**src/hdl/bqvt_pkg.sv**
```systemverilog
// ============================================================================
// bqvt_pkg
// Shared types, codes and helpers for the quorum vote tally core.
// ============================================================================
package bqvt_pkg;

  // Field widths
  localparam int ID_W   = 5;
  localparam int W_W    = 48;
  localparam int SUM_W  = 53;
  localparam int TAG_W  = 64;
  localparam int MASK_W = 32;
  localparam int RESP_W = 6;
  localparam int FUNC_W = 3;

  localparam int NUM_DELEG_DEF = 32;

  localparam logic [SUM_W-1:0]  SUM_MAX  = {SUM_W{1'b1}};
  localparam logic [RESP_W-1:0] RESP_MAX = {RESP_W{1'b1}};

  // Command queue between front and back
  localparam int QDEPTH = 2;

  // Divide-by-three pipeline: bits retired per stage and stage count
  localparam int DIV_BPS = 8;
  localparam int DIV_STG = (SUM_W + DIV_BPS - 1) / DIV_BPS;
  localparam int DIV_W   = DIV_STG * DIV_BPS;

  // Configuration port
  localparam int CFG_IDX_W  = 1;
  localparam int CFG_DATA_W = 5;

  typedef enum logic [CFG_IDX_W-1:0] {
    CFG_MY_ID  = 1'd0,
    CFG_STRICT = 1'd1
  } cfg_idx_t;

  typedef enum logic [FUNC_W-1:0] {
    FN_LOAD    = 3'd0,
    FN_START   = 3'd1,
    FN_PREPARE = 3'd2,
    FN_COMMIT  = 3'd3,
    FN_REJECT  = 3'd4,
    FN_TIMER   = 3'd5
  } func_t;

  typedef enum logic [2:0] {
    OP_NOP,
    OP_LOAD,
    OP_START,
    OP_PREPARE,
    OP_COMMIT,
    OP_REJECT,
    OP_TIMER
  } op_t;

  typedef enum logic [1:0] {
    PH_VOID         = 2'd0,
    PH_PRE_PREPARE  = 2'd1,
    PH_POST_PREPARE = 2'd2,
    PH_POST_COMMIT  = 2'd3
  } phase_t;

  typedef enum logic [1:0] {
    ACT_NONE    = 2'd0,
    ACT_PREPARE = 2'd1,
    ACT_COMMIT  = 2'd2,
    ACT_FAIL    = 2'd3
  } act_t;

  // Classified command handed from front to back
  typedef struct packed {
    op_t              op;
    logic [ID_W-1:0]  sender_id;
    logic [W_W-1:0]   vote_amt;
    logic [W_W-1:0]   stake_amt;
    logic [TAG_W-1:0] round_tag;
  } cmd_t;

  // Quorum recompute request and response
  typedef struct packed {
    logic             start;
    logic             strict;
    logic [SUM_W-1:0] vote_total;
    logic [SUM_W-1:0] stake_total;
  } qreq_t;

  typedef struct packed {
    logic             busy;
    logic             done;
    logic [SUM_W-1:0] vote_quorum;
    logic [SUM_W-1:0] stake_quorum;
  } qrsp_t;

  // One lane of the long division by three
  typedef struct packed {
    logic [DIV_W-1:0] w;
    logic [DIV_W-1:0] q;
    logic [1:0]       r;
    logic [SUM_W-1:0] tot;
  } div_lane_t;

  typedef struct packed {
    logic      strict;
    div_lane_t vote;
    div_lane_t stake;
  } div_stg_t;

  // Saturating add of a weight into a wide sum
  function automatic logic [SUM_W-1:0] sat_add(input logic [SUM_W-1:0] a,
                                               input logic [W_W-1:0]   b);
    logic [SUM_W:0] s;
    s = {1'b0, a} + (SUM_W+1)'(b);
    return s[SUM_W] ? SUM_MAX : s[SUM_W-1:0];
  endfunction

  // Retire DIV_BPS bits of a divide by three, MSB first
  function automatic div_lane_t div3_step(input div_lane_t l);
    div_lane_t  o;
    logic [2:0] t;
    logic       qb;
    o = l;
    for (int j = 0; j < DIV_BPS; j++) begin
      t    = {o.r, o.w[DIV_W-1]};
      o.w  = {o.w[DIV_W-2:0], 1'b0};
      qb   = (t >= 3'd3);
      o.r  = qb ? 2'(t - 3'd3) : t[1:0];
      o.q  = {o.q[DIV_W-2:0], qb};
    end
    return o;
  endfunction

endpackage

```
**src/hdl/bqvt_queue.sv**
```systemverilog
// ============================================================================
// bqvt_queue
// Short command FIFO that decouples the front from the back.
// ============================================================================
module bqvt_queue (
  input  logic           clk,
  input  logic           rst,
  input  logic           push,
  input  bqvt_pkg::cmd_t push_data,
  output logic           full,
  input  logic           pop,
  output logic           pop_valid,
  output bqvt_pkg::cmd_t pop_data
);

  localparam int PTR_W = (bqvt_pkg::QDEPTH > 1) ? $clog2(bqvt_pkg::QDEPTH) : 1;
  localparam int CNT_W = $clog2(bqvt_pkg::QDEPTH + 1);
  localparam logic [PTR_W-1:0] LAST = PTR_W'(bqvt_pkg::QDEPTH - 1);
  localparam logic [CNT_W-1:0] FULL_CNT = CNT_W'(bqvt_pkg::QDEPTH);

  bqvt_pkg::cmd_t    slots [bqvt_pkg::QDEPTH];
  logic [PTR_W-1:0]  wr_ptr;
  logic [PTR_W-1:0]  rd_ptr;
  logic [CNT_W-1:0]  count;
  logic              do_push;
  logic              do_pop;

  assign full      = (count == FULL_CNT);
  assign pop_valid = (count != '0);
  assign pop_data  = slots[rd_ptr];
  assign do_push   = push && !full;
  assign do_pop    = pop && pop_valid;

  // Advance pointers and occupancy
  always_ff @(posedge clk) begin
    if (rst) begin
      wr_ptr <= '0;
      rd_ptr <= '0;
      count  <= '0;
    end else begin
      if (do_push) wr_ptr <= (wr_ptr == LAST) ? '0 : wr_ptr + 1'b1;
      if (do_pop)  rd_ptr <= (rd_ptr == LAST) ? '0 : rd_ptr + 1'b1;
      case ({do_push, do_pop})
        2'b10:   count <= count + 1'b1;
        2'b01:   count <= count - 1'b1;
        default: count <= count;
      endcase
    end
  end

  // Store the payload
  always_ff @(posedge clk) begin
    if (do_push) slots[wr_ptr] <= push_data;
  end

endmodule

```
**config.mk**
```make
export PLATFORM = sky130hd
export DESIGN_NAME = bqvt_queue
export DESIGN_NICKNAME = d
export VERILOG_FILES = /design/src/hdl/bqvt_pkg.sv /design/src/hdl/bqvt_queue.sv
export SDC_FILE = /design/constraint.sdc
export NUM_CORES = 1
export LEC_CHECK = 0
export BUFFER_PORTS_ARGS = -buffer_cell sky130_fd_sc_hd__buf_2
export CORE_MARGIN = 5
export CORE_UTILIZATION = 28
export CTS_BUF_LIST = sky130_fd_sc_hd__clkbuf_4 sky130_fd_sc_hd__clkbuf_8 sky130_fd_sc_hd__clkbuf_16
export CTS_CLUSTER_DIAMETER = 150
export DETAILED_ROUTE_END_ITERATION = 12
export PLACE_DENSITY = 0.58
export SLEW_MARGIN = 30
export SYNTH_ARGS = -nofsm -noshare
export SYNTH_HDL_FRONTEND = slang
export SYNTH_SLANG_ARGS = --single-unit
export TNS_END_PERCENT = 20
```
**constraint.sdc**
```tcl
create_clock -name clk -period 6.6 [get_ports clk]
set_input_delay 0.99 -clock clk [delete_from_list [all_inputs] [get_ports clk]]
set_output_delay 0.99 -clock clk [all_outputs]
set_load 0.01 [all_outputs]
```
==> summary.md <==
| Metric | Value |
|---|---|
| Net count of the mapped netlist | 722 |
| Port Buffers | 341 |
| Worst clock skew | about 9.3 ps |
| Crit end category | output pin |
| Peak supply drop | 0.256 mV |
| Deepest level of the CTS H-tree | 2 |
| Switching power | between 1500 and 2000 µW |
| Total of fill cells in the finished design | roughly 4200 |
| Clk sinks | 341 |
| Part of the power in the clock network | 33.4% |
| Unrepaired setup endpoints after global routing | false |
| Standard cell with the maximum stage delay on the critical path | sky130_fd_sc_hd__buf_4 |
| CP Launch Type | flip-flop |
| Stage delay of the slowest cell on the critical path | 760 ps |
| Global-route wire length before repair | between 30 and 40 mm |
| Synthesized instance count | between 500 and 600 |
| Syn Std Cell Area | 12300 µm² |
| Most common cell after layout, fill and taps aside | sky130_fd_sc_hd__buf_2 |
| Final hold vios | 0 |
| Max Clock Freq | 0.279 GHz |
| Area of the multi-input gates | roughly 2000 µm² |
| Yosys Warn Count | 0 |
| Ports | around 340 |
| Worst Reg-to-Reg Cells | 4 |
| Xor and xnor fraction of the mapped netlist area | less than 1% |
| Clock latency of the later-clocked register in the worst-skew pair | roughly 530 ps |
| Sequential-to-total area share from yosys stat | between 80% and 90% |
| Path type of the worst setup path | reg2out |
| Mux share of post-synthesis cell area | ~15% |
| Data arrival time of the critical path | 2590 ps |
| Count of buffer and inverter cells on the critical path | 2 |
| Logic gate share of total power | 23.0% |
| Max-slew headroom | around 39% |
| Share of synthesized cell area in and, or, nand and nor gates | less than 1% |
| Fraction of final layout cells with drive strength greater than 1 | 61.9% |
| Status | finished, final reports clean |
| Flops & latches, synth | ~340 |
| DPL Wire Length | ~17 mm |
| DRC violations left | 0 |
| Maximum Capacitance Violations | 0 |
| Total negative slack for setup checks | 0 ps |
| Number of endpoints failing setup at the final stage | 0 |
| Slew at the pin closest to its max-slew limit | just over 900 ps |
| Initial antenna violation count | 4 |
| Maximum number of pins on one net before global-route repair | just under 90 |
| Total number of vias | around 6300 |
| Worst path required time | ~5600 ps |
| Number of DRC markers after the initial detailed-route iteration | 278 |
| Count of cells along the worst hold path | 2 |
| CTS tree | yes |
| Number of resized instances in the post-cts repair step | 0 |
| Total clock buffers created by CTS | 39 |
| Grt ovf | 0 |
| Logic depth of the worst path, buffers included | 3 |
| Ratio of final minimum period to clock period | 54.2% |
| Final Max Slew Viols | 0 |
| DIE WIDTH | 220 µm |
| Final Instance Area | about 16000 µm² |
| Synthesized area per cell | 22.5 µm² |
| Clock transition at path regs | ~50 ps |
| Initial core utilization | between 20% and 30% |
| Post-place instance area | about 15000 µm² |
| Die area | around 48000 µm² |
| Crit path time final | approximately 3600 ps |
| Root buffer cell | sky130_fd_sc_hd__clkbuf_16 |
| Global-route total usage across every layer | 10.5% |
| Initial DRT Pass Iterations | 4 |
| WHS | around 520 ps |
| Largest delay contributor family on the critical path | buffers and inverters |
| Final routed wire length divided by cell count | between 15 and 20 µm |
| Vertical die dimension | 220 µm |
| Cell leakage power | 0.00589 µW |
| Routability congestion estimate | 0.702 |
| Post-synthesis cell type count | 20 |
| Worst-path cell chain | buf_4 > mux2_2 > buf_2 |
| Sequential Area | 10200 µm² |
| Number of nets in the layout | 1091 |
| Remaining antenna violation count | 0 |
| Max clock buf depth | 3 |
| Sequential fraction of design power | between 40% and 50% |
| Synthesis-to-finish area growth | 30.2% |
| Number of global-route vias before repair | between 6000 and 7000 |
| Via density per instance | between 4 and 5 |
| DRT Wirelength | approximately 27 mm |
| Hold-fix buffers, CTS | 0 |
| Area fraction in compound gates after synthesis | less than 1% |
| Cell-internal power | 4790 µW |
| Main combinational cell family by area after synthesis | multiplexers |
| Path category of the worst min-delay check | reg2reg |
| Power Dens Cells | 404 nW/µm² |
| Crit Path Max Fanout | 60 |
| Core area | 43900 µm² |
| Site row count | 77 |
| Adder and majority gate portion of the synthesized area | less than 1% |
| Switching share of power | a little over a quarter |
| Post-CTS Repair Setup Buffers | 0 |
| Leading cell types in the layout, fill and taps excluded | sky130_fd_sc_hd__buf_2 (341), sky130_fd_sc_hd__edfxtp_1 (336), sky130_fd_sc_hd__mux2_2 (168) |
-- final cells by class --
class | count | share of cell area, %
Antenna cell | 2 | 0.0311
Clock buffer | 54 | 7.07
Clock inverter | 17 | 1.20
Inverter | 3 | 0.101
Multi-Input combinational cell | 186 | 12.5
Sequential cell | 341 | 63.4
Tap cell | 592 | 4.61
Timing Repair Buffer | 347 | 11.1
-- kinds of logic after synthesis --
| logic type | count (synthesis) |
|---|---|
| multiplexers | 168 |
| adder cells (fa/ha/maj) | 1 |
| AO/OA/AOI/OAI | 5 |
| flip-flops | 341 |
| XOR/XNOR | 3 |
| AND/OR/NAND/NOR | 9 |
| buffers and inverters | 22 |
-- path summary, 6_finish.rpt --
kind	startpoint	to	slack [ps]
max	flip-flop	pop_data[149]	3020
min	rd_ptr	flip-flop	520
max reg2reg	count[0]	slots[1][141]	3990
min reg2reg	rd_ptr	flip-flop	520
-- power by group through the flow --
| stage | Clock [µW] | Combinational, µW | Sequential [µW] |
|---|---|---|---|
| after floorplan | 0 | 973 | 2870 |
| after global placement | 0 | 1540 | 2870 |
| after detailed placement | 0 | 1530 | 2880 |
| after CTS | 2260 | 1540 | 2840 |
| after global routing | 2350 | 1620 | 2860 |
| final | 2170 | 1490 | 2830 |
-- synthesized netlist by cell type --
cell type | number | area (µm²)
sky130_fd_sc_hd__and3_1 | 1 | 6.26
sky130_fd_sc_hd__buf_6 | 2 | 22.5
sky130_fd_sc_hd__o21ai_0 | 2 | 10.0
sky130_fd_sc_hd__edfxtp_1 | 336 | 10100
sky130_fd_sc_hd__inv_1 | 2 | 7.51
sky130_fd_sc_hd__xnor2_1 | 2 | 17.5
sky130_fd_sc_hd__nor2_1 | 3 | 11.3
sky130_fd_sc_hd__a21oi_1 | 2 | 10.0
sky130_fd_sc_hd__or3_1 | 2 | 12.5
sky130_fd_sc_hd__buf_4 | 12 | 90.1
sky130_fd_sc_hd__nand2b_2 | 1 | 8.76
sky130_fd_sc_hd__buf_2 | 5 | 25.0
sky130_fd_sc_hd__ha_1 | 1 | 12.5
sky130_fd_sc_hd__xor2_1 | 1 | 8.76
sky130_fd_sc_hd__nand2_1 | 1 | 3.75
sky130_fd_sc_hd__inv_2 | 1 | 3.75
sky130_fd_sc_hd__mux2_2 | 168 | 1890
sky130_fd_sc_hd__o21a_1 | 1 | 7.51
sky130_fd_sc_hd__dfxtp_1 | 5 | 100
sky130_fd_sc_hd__or2_2 | 1 | 6.26
-- worst min-delay path: cells and delay by family, from the launching register on --
family | cells | cell delay, ps
flops | 1 | 320
simple gates | 1 | 90
xor+xnor | 1 | 80
-- per-layer routing --
metal / GRT usage [%] / wire length, µm
met1: 12.0 / 10300
met4: 3.83 / 549
met2: 18.1 / 13600
met3: 3.75 / 2200
met5: 0 / 24
-- flip-flops by register name (all words and copies together), names as in the netlist, named ones only --
register  cells
wr_ptr        1
slots       336
count         2
rd_ptr        1
-- metrics by stage --
stage	utilization (%)	std cells	total power (µW)	worst slack, ps
floorplan	-	549	3840	1160
global placement	33.5	1469	4400	3380
detailed placement	33.5	1469	4410	3390
CTS	36.6	1540	6640	2910
global route	36.6	1541	6830	2850
finish	36.6	1542	6500	3020
Power figures use the tool's default switching activity.
