## config.mk

```make
export PLATFORM = sky130hd
export DESIGN_NAME = bqvt_quorum
export DESIGN_NICKNAME = d
export VERILOG_FILES = /design/src/hdl/bqvt_pkg.sv /design/src/hdl/bqvt_quorum.sv
export SDC_FILE = /design/constraint.sdc
export NUM_CORES = 1
export LEC_CHECK = 0
export BUFFER_PORTS_ARGS = -buffer_cell sky130_fd_sc_hd__buf_2
export CORE_MARGIN = 2
export CORE_UTILIZATION = 50
export CTS_CLUSTER_DIAMETER = 100
export CTS_CLUSTER_SIZE = 8
export DETAILED_ROUTE_END_ITERATION = 10
export PLACE_DENSITY = 0.76
export RECOVER_POWER = 50
export SETUP_SLACK_MARGIN = 0.3
export SLEW_MARGIN = 15
export SYNTH_ARGS = -nofsm -noshare
export SYNTH_HDL_FRONTEND = slang
export SYNTH_SLANG_ARGS = --single-unit
```

## constraint.sdc

```tcl
create_clock -name clk -period 10.2 [get_ports clk]
set_input_delay 2.04 -clock clk [delete_from_list [all_inputs] [get_ports clk]]
set_output_delay 2.04 -clock clk [all_outputs]
set_load 0.005 [all_outputs]
```

## src/hdl/bqvt_pkg.sv

```systemverilog
// ============================================================================
// bqvt_pkg
// Shared types, codes and helpers for the quorum vote tally core.
// ============================================================================
package bqvt_pkg;

  // Field widths
  localparam int ID_W   = 5;
  localparam int W_W    = 48;
  localparam int SUM_W  = 53;
  localparam int TAG_W  = 64;
  localparam int MASK_W = 32;
  localparam int RESP_W = 6;
  localparam int FUNC_W = 3;

  localparam int NUM_DELEG_DEF = 32;

  localparam logic [SUM_W-1:0]  SUM_MAX  = {SUM_W{1'b1}};
  localparam logic [RESP_W-1:0] RESP_MAX = {RESP_W{1'b1}};

  // Command queue between front and back
  localparam int QDEPTH = 2;

  // Divide-by-three pipeline: bits retired per stage and stage count
  localparam int DIV_BPS = 8;
  localparam int DIV_STG = (SUM_W + DIV_BPS - 1) / DIV_BPS;
  localparam int DIV_W   = DIV_STG * DIV_BPS;

  // Configuration port
  localparam int CFG_IDX_W  = 1;
  localparam int CFG_DATA_W = 5;

  typedef enum logic [CFG_IDX_W-1:0] {
    CFG_MY_ID  = 1'd0,
    CFG_STRICT = 1'd1
  } cfg_idx_t;

  typedef enum logic [FUNC_W-1:0] {
    FN_LOAD    = 3'd0,
    FN_START   = 3'd1,
    FN_PREPARE = 3'd2,
    FN_COMMIT  = 3'd3,
    FN_REJECT  = 3'd4,
    FN_TIMER   = 3'd5
  } func_t;

  typedef enum logic [2:0] {
    OP_NOP,
    OP_LOAD,
    OP_START,
    OP_PREPARE,
    OP_COMMIT,
    OP_REJECT,
    OP_TIMER
  } op_t;

  typedef enum logic [1:0] {
    PH_VOID         = 2'd0,
    PH_PRE_PREPARE  = 2'd1,
    PH_POST_PREPARE = 2'd2,
    PH_POST_COMMIT  = 2'd3
  } phase_t;

  typedef enum logic [1:0] {
    ACT_NONE    = 2'd0,
    ACT_PREPARE = 2'd1,
    ACT_COMMIT  = 2'd2,
    ACT_FAIL    = 2'd3
  } act_t;

  // Classified command handed from front to back
  typedef struct packed {
    op_t              op;
    logic [ID_W-1:0]  sender_id;
    logic [W_W-1:0]   vote_amt;
    logic [W_W-1:0]   stake_amt;
    logic [TAG_W-1:0] round_tag;
  } cmd_t;

  // Quorum recompute request and response
  typedef struct packed {
    logic             start;
    logic             strict;
    logic [SUM_W-1:0] vote_total;
    logic [SUM_W-1:0] stake_total;
  } qreq_t;

  typedef struct packed {
    logic             busy;
    logic             done;
    logic [SUM_W-1:0] vote_quorum;
    logic [SUM_W-1:0] stake_quorum;
  } qrsp_t;

  // One lane of the long division by three
  typedef struct packed {
    logic [DIV_W-1:0] w;
    logic [DIV_W-1:0] q;
    logic [1:0]       r;
    logic [SUM_W-1:0] tot;
  } div_lane_t;

  typedef struct packed {
    logic      strict;
    div_lane_t vote;
    div_lane_t stake;
  } div_stg_t;

  // Saturating add of a weight into a wide sum
  function automatic logic [SUM_W-1:0] sat_add(input logic [SUM_W-1:0] a,
                                               input logic [W_W-1:0]   b);
    logic [SUM_W:0] s;
    s = {1'b0, a} + (SUM_W+1)'(b);
    return s[SUM_W] ? SUM_MAX : s[SUM_W-1:0];
  endfunction

  // Retire DIV_BPS bits of a divide by three, MSB first
  function automatic div_lane_t div3_step(input div_lane_t l);
    div_lane_t  o;
    logic [2:0] t;
    logic       qb;
    o = l;
    for (int j = 0; j < DIV_BPS; j++) begin
      t    = {o.r, o.w[DIV_W-1]};
      o.w  = {o.w[DIV_W-2:0], 1'b0};
      qb   = (t >= 3'd3);
      o.r  = qb ? 2'(t - 3'd3) : t[1:0];
      o.q  = {o.q[DIV_W-2:0], qb};
    end
    return o;
  endfunction

endpackage

```

## src/hdl/bqvt_quorum.sv

```systemverilog
// ============================================================================
// bqvt_quorum
// Pipelined quorum recompute: 2*floor((total-1)/3)+1, strict or zero cases.
// ============================================================================
module bqvt_quorum (
  input  logic            clk,
  input  logic            rst,
  input  bqvt_pkg::qreq_t req,
  output bqvt_pkg::qrsp_t rsp
);

  localparam int ST = bqvt_pkg::DIV_STG;
  localparam int SW = bqvt_pkg::SUM_W;

  bqvt_pkg::div_stg_t pipe [ST];
  bqvt_pkg::div_stg_t head;
  logic [ST-1:0]      vld;

  function automatic logic [SW-1:0] finish(input bqvt_pkg::div_lane_t l,
                                           input logic strict);
    logic [SW-1:0] res;
    if (l.tot == '0)  res = SW'(1);
    else if (strict)  res = l.tot;
    else              res = {l.q[SW-2:0], 1'b1};
    return res;
  endfunction

  // Seed the division with total minus one
  always_comb begin
    head.strict      = req.strict;
    head.vote.tot    = req.vote_total;
    head.vote.w      = bqvt_pkg::DIV_W'(req.vote_total - SW'(1));
    head.vote.q      = '0;
    head.vote.r      = '0;
    head.stake.tot   = req.stake_total;
    head.stake.w     = bqvt_pkg::DIV_W'(req.stake_total - SW'(1));
    head.stake.q     = '0;
    head.stake.r     = '0;
  end

  // Track occupancy of each stage
  always_ff @(posedge clk) begin
    if (rst) vld <= '0;
    else     vld <= {vld[ST-2:0], req.start};
  end

  // Advance the division stages
  always_ff @(posedge clk) begin
    pipe[0].strict <= head.strict;
    pipe[0].vote   <= bqvt_pkg::div3_step(head.vote);
    pipe[0].stake  <= bqvt_pkg::div3_step(head.stake);
    for (int i = 1; i < ST; i++) begin
      pipe[i].strict <= pipe[i-1].strict;
      pipe[i].vote   <= bqvt_pkg::div3_step(pipe[i-1].vote);
      pipe[i].stake  <= bqvt_pkg::div3_step(pipe[i-1].stake);
    end
  end

  assign rsp.busy         = |vld;
  assign rsp.done         = vld[ST-1];
  assign rsp.vote_quorum  = finish(pipe[ST-1].vote, pipe[ST-1].strict);
  assign rsp.stake_quorum = finish(pipe[ST-1].stake, pipe[ST-1].strict);

endmodule

```

==> flow_summary_export.csv, run 1 <==
group,metric,value,unit
outcome,status,"finished clean",
critical_path,critPathMaxFanout,8,
clocking,htreeDepth,4,
placement,portBuffers,217,
yosys,synth_seq_cells,1508,
yosys,syn_area,0.0426,mm^2
power,p_per_area,314,mW/mm^2
routing,drt-initial-drc-count,1226,
timing,tns,0,ns
floorplan,die_h,296,um
clocking,clk_latency,0.76,ns
clocking,cts_max_path_buffers,3,
placement,dpl-instance-area,0.0451,mm^2
routing,dr_wl_met2,39800,um
critical_path,worstSetupPathType,"reg -> reg",
clocking,cts_resized,0,
clocking,numCtsBuffers,206,
routing,routed_wl,80600,um
global_routing,overflow,0,
floorplan,start_util,50.2,%
yosys,synth_ff_type,"dfxtp_1",
yosys,synth_commonest_cells,"dfxtp_1 (1508), nor2_1 (304), mux2i_1 (141), nand2_1 (117), inv_1 (114)",
floorplan,die_area,0.0876,mm^2
routing,wl_per_cell,16.3,um
timing,hold_viol,0,
floorplan,ios,218,
cells_and_area,design_area,0.0506,mm^2
cells_and_area,synthToLayoutAreaGrowth,18.6,%
global_routing,grt_max_degree,48,
timing,period_minus_slack,8.56,ns
clocking,cts_sinks,1508,
critical_path,required,10.89,ns
critical_path,slowest_delay,0.59,ns
clocking,cts_tree,"done",
timing,finalMaxSlewViolations,0,
critical_path,cp_common_cell,"ha_1",
routing,drc,0,
routing,met1_length,33800,um
routing,first_pass_iters,5,
routing,routed_via_density,5.04,
routing,vias,24971,
global_routing,antenna_found_initial,15,
timing,finalCritPeriodShare,83.9,%
clocking,root_buffer,"clkbuf_16",
cells_and_area,final_layout_size_suffix_gt1_share,14.0,%
timing,report.final.setup_viol,0,
clocking,post_cts_buffers,0,
critical_path,end_kind,"flip-flop",
critical_path,cp_slowest_cell,"or4_4",
placement,place.gp.congestion,0.884,
critical_path,critPathLaunchType,"flip-flop",
yosys,synth_edf_count,0,
power,total_power,15900,uW
yosys,yosysWarnings,0,
timing,worstMarginPinSlew,1.04,ns
critical_path,crit_arrival,9.25,ns
worst_hold_path,hold_class,"reg -> reg",
clocking,cts.reportedPaths.clkPinSlew,0.05,ns
power,leakage,0.0217,uW
global_routing,first_global_vias,24327,
timing,rsz0062_at_grt,"no",
floorplan,num_rows,107,
global_routing,grt_pass1_wl,124000,um
routing,drtAntennaViolNets,0,
yosys,synthCells,3402,
yosys,synth_top_area_share,70.8,%
floorplan,fp.dieW,296,um
timing,relSlewSlack,30.3,%
timing,clock_skew,0.0460,ns
yosys,synth_most_common_cell,"dfxtp_1",
yosys,yosysTopAreaCell,"dfxtp_1",
placement,dp_hpwl,53200,um
global_routing,grtUsageTotal,18.2,%
yosys,yosysUniqueCellTypes,104,
power,peakVddDrop,0.150,mV
yosys,yosysSeqAreaShare,70.8,%
yosys,synth-async-reset-ratio,0,%
timing,max_freq,0.117,GHz
routing,wl_met3,4770,um
yosys,synthTopCellsByArea,"dfxtp_1 (71%), mux2i_1 (3.3%), ha_1 (3.1%), nor2_1 (2.7%), xor2_1 (1.3%)",
clocking,holdBufCountCts,0,
yosys,syn_area_per_cell,12.5,um^2
floorplan,core-area,0.0849,mm^2
routing,top_layer_used,"met5",
cells_and_area,nets,4005,
yosys,synth_nets,3616,
flow_run,drv_cap,0,
## metal layers
layer,global-route usage (%),up-vias
li1,-,12494
met1,21.3,11652
met2,31.8,634
met3,4.79,171
met4,6.98,20
met5,0,-
## kinds of logic after synthesis
family                     after synthesis  share of synthesized area (%)
and+or+nand+nor                        876                           10.5
DFF                                   1508                           70.8
buffers and inverters                  161                           1.45
muxes                                  164                           3.94
adders and majority gates              104                           3.05
AOI/OAI and AO/OA                      495                           8.27
xor gates and xnor gates                94                           1.93
## worst max-delay path: cells and delay by family (launching register included)
family / cells / cell delay, ns
simple gates: 16 / 3.10
compound gates: 12 / 2.41
fa+ha+maj: 8 / 2.24
flops: 1 / 0.37
mux: 1 / 0.32
buf+inv: 1 / 0.06
## final cells by class
type | count | area (um^2)
flip-flops and latches | 1508 | 30200
clock inverters | 13 | 322
clock buffers | 208 | 5180
inverters | 115 | 432
multi-input cells | 1733 | 11800
diodes | 6 | 15.0
repair buffers | 227 | 1160
well taps | 1144 | 1430
fillers | 6553 | 34300
## state kept, by name, summed over array words and instances, names as in the netlist
name / cells
pipe: 1501
vld: 7
## through the flow
stage	hold slack [ns]	worst slack [ns]	std cells	util (%)
final	0.279	1.64	4954	59.6
after detailed placement	0.312	1.48	4727	53.1
after global routing	0.289	0.921	4949	59.6
after CTS	0.279	1.80	4948	59.6
after global placement	0.310	1.70	4727	53.1
after floorplan	0.310	2.76	3402	-
## report_power, final
part           switching, uW  internal [uW]  total, uW
Combinational           1630           1260       2890
Sequential               309           6870       7180
Clock                   2270           3560       5830
Total                   4210          11700      15900
## final timing paths
| check | from | slack [ns] | depth (start not counted) | endpoint |
|---|---|---|---|---|
| min reg2reg | pipe[1][122] | 0.28 | 0 | pipe[2][130] |
| min | pipe[1][122] | 0.28 | 0 | pipe[2][130] |
| max | pipe[0][53] | 1.64 | 38 | pipe[1][54] |
| max reg2reg | pipe[0][53] | 1.64 | 38 | pipe[1][54] |
## cells in the final DEF (no fill, tap or decap), types with 31 or more instances in the layout
cell / count
inv_1: 114
xor2_1: 65
a211o_1: 31
or3_1: 40
nand2_1: 117
nor3_1: 104
ha_1: 104
clkbuf_16: 207
nand2b_1: 38
mux2i_1: 141
nor4_1: 58
nor2b_1: 35
o21ai_0: 84
a21oi_1: 103
buf_2: 217
dfxtp_1: 1507
nor2_1: 304
Power figures use the tool's default switching activity.
==> run 2: changes to the inputs <==
PLACE_DENSITY = 0.79   (was 0.76)
clock period = 7.58 ns   (was 10.2 ns; I/O delays follow)
==> run 2 against run 1 <==
Combinational power is 71% higher; sequential cell count did not move; worst hold slack worse by 0.013 ns; clock skew up 0.016 ns; design area up 3.8%; die area is the same; critical path depth is 3 lower; via count increased by 4.8%; clock-buffer cell count rose by 3; sequential share of layout area decreased by 2.2 points; critical path type unchanged; critical endpoint is now pipe[6][214]; highest routed layer unchanged.
==> flow_summary_export.csv, run 2 (same netlist as run 1, synthesis figures left out) <==
group,metric,value,unit
outcome,status,"finished clean",
cells_and_area,fillers,6082,
clocking,cts.reportedPaths.clkPinSlew,0.05,ns
floorplan,fp.dieW,296,um
timing,postLayoutSetupSlackWorst,0.402,ns
critical_path,cp_slowest_cell,"or3_1",
critical_path,crit_arrival,7.82,ns
timing,report.final.setup_viol,0,
power,leakage,0.0224,uW
routing,drtAntennaViolNets,0,
timing,finalCritPeriodShare,94.7,%
global_routing,grtUsageTotal,19.1,%
floorplan,core-area,0.0849,mm^2
clocking,cts_sinks,1508,
worst_hold_path,hold_class,"reg -> reg",
clocking,root_buffer,"clkbuf_16",
clocking,cts_tree,"done",
cells_and_area,layout_commonest_cell,"dfxtp_1",
critical_path,worstSetupPathType,"reg -> reg",
cells_and_area,final_layout_size_suffix_gt1_share,21.3,%
routing,drc,0,
power,total_power,22600,uW
power,peakVddDrop,0.247,mV
floorplan,start_util,50.2,%
flow_run,drv_cap,0,
floorplan,die_area,0.0876,mm^2
routing,wl_per_cell,17.5,um
placement,portBuffers,217,
routing,routed_via_density,5.16,
global_routing,first_global_vias,25279,
critical_path,reg2reg_depth,35,
placement,place_ws,-0.544,ns
critical_path,r2r-end,"pipe[6][214]",
timing,hold_viol,0,
global_routing,grt_pass1_wl,130000,um
critical_path,end_kind,"flip-flop",
floorplan,ios,218,
placement,dpl-instance-area,0.0452,mm^2
cells_and_area,multi_input_area,0.0128,mm^2
critical_path,critPathMaxFanout,6,
critical_path,critPathLaunchType,"flip-flop",
clocking,htreeDepth,4,
timing,relSlewSlack,30.7,%
clocking,holdBufCountCts,0,
global_routing,grt_max_degree,41,
timing,clock_skew,0.0623,ns
critical_path,required,8.23,ns
cells_and_area,reg.largest.list,"pipe: 1501 flops, vld: 7 flops",
timing,max_freq,0.139,GHz
worst_hold_path,whs_path_depth,0,
timing,worstMarginPinSlew,1.03,ns
global_routing,overflow,0,
cells_and_area,synthToLayoutAreaGrowth,23.2,%
routing,routed_wl,88800,um
routing,first_pass_iters,6,
clocking,cts_max_path_buffers,3,
placement,dp_hpwl,54500,um
cells_and_area,nets,4115,
routing,vias,26160,
clocking,clk_latency,0.79,ns
worst_hold_path,min-delay-start,"pipe[1][4]",
worst_hold_path,hold-path-endpoint,"pipe[2][4]",
power,p_per_area,430,mW/mm^2
floorplan,num_rows,107,
critical_path,r2r_start,"pipe[5][317]",
clocking,numCtsBuffers,206,
cells_and_area,design_area,0.0525,mm^2
floorplan,die_h,296,um
critical_path,reg2reg_slack,0.40,ns
critical_path,slowest_delay,0.44,ns
placement,place.gp.congestion,0.875,
cells_and_area,regArea,0.0302,mm^2
cells_and_area,final_cell_mix,"dfxtp_1 (1496), nor2_1 (292), buf_2 (217), clkbuf_16 (208), mux2i_1 (136)",
timing,finalMaxSlewViolations,0,
cells_and_area,top_register,"pipe",
timing,tns,0,ns
routing,drt-initial-drc-count,1477,
timing,period_minus_slack,7.18,ns
cells_and_area,largest_reg_flops,1501,
global_routing,antenna_found_initial,22,
==> run 2: critical path, delay by kind of cell, from the launching register on <==
family,cells,cell delay [ns]
fa+ha+maj,7,1.64
buf+inv,2,0.15
flops,1,0.36
mux,1,0.29
compound gates,10,2.26
simple gates,15,2.37
==> run 2: stage by stage <==
step                hold slack [ns]  utilization [%]  cells
global placement              0.309             53.2   4743
CTS                           0.262             60.4   4985
global route                  0.279             61.9   5068
finish                        0.266             61.9   5072
detailed placement            0.312             53.2   4743
floorplan                     0.310                -   3402
==> run 2: layer usage <==
layer | wire length [um] | track usage [%] | part of all wire [%]
met3 | 5240 | 5.10 | 5.9
met4 | 3560 | 9.26 | 4.0
met2 | 44300 | 33.0 | 50
met1 | 35500 | 21.8 | 40
met5 | 138 | 0 | 0.16
==> run 2: what timing repair did <==
| action | CTS | global route |
|---|---|---|
| setup endpoints to repair | 30 | 34 |
| pin swaps | 10 | 57 |
| setup buffers | 18 | 76 |
| gates resized for setup | 69 | 174 |
==> run 2: worst max-delay path by stage <==
stage | slack, ns | endpoint | start
finish | 0.40 | pipe[6][214] | pipe[5][317]
detailed placement | -0.54 | pipe[3][53] | pipe[2][158]
global placement | -0.17 | pipe[3][54] | pipe[2][158]
global route | -0.006 | pipe[6][214] | pipe[5][317]
CTS | 0.30 | pipe[2][54] | pipe[1][53]
floorplan | 0.32 | pipe[1][54] | pipe[0][53]
==> run 2: where the power goes <==
| part | switching, uW | total, uW | leakage [uW] | internal (uW) |
|---|---|---|---|---|
| logic | 2630 | 4950 | 0.00693 | 2310 |
| clock network | 3100 | 7930 | 0.00272 | 4830 |
| registers | 449 | 9700 | 0.0127 | 9250 |
| total | 6180 | 22600 | 0.0224 | 16400 |
==> run 2: final cells by class <==
type,instances,area share [%]
flip-flops and latches,1508,57.5
multi-input cells,1733,24.4
clock buffers,211,9.97
repair buffers,337,3.78
well taps,1144,2.73
inverters,115,0.822
clock inverters,13,0.677
diodes,11,0.0524
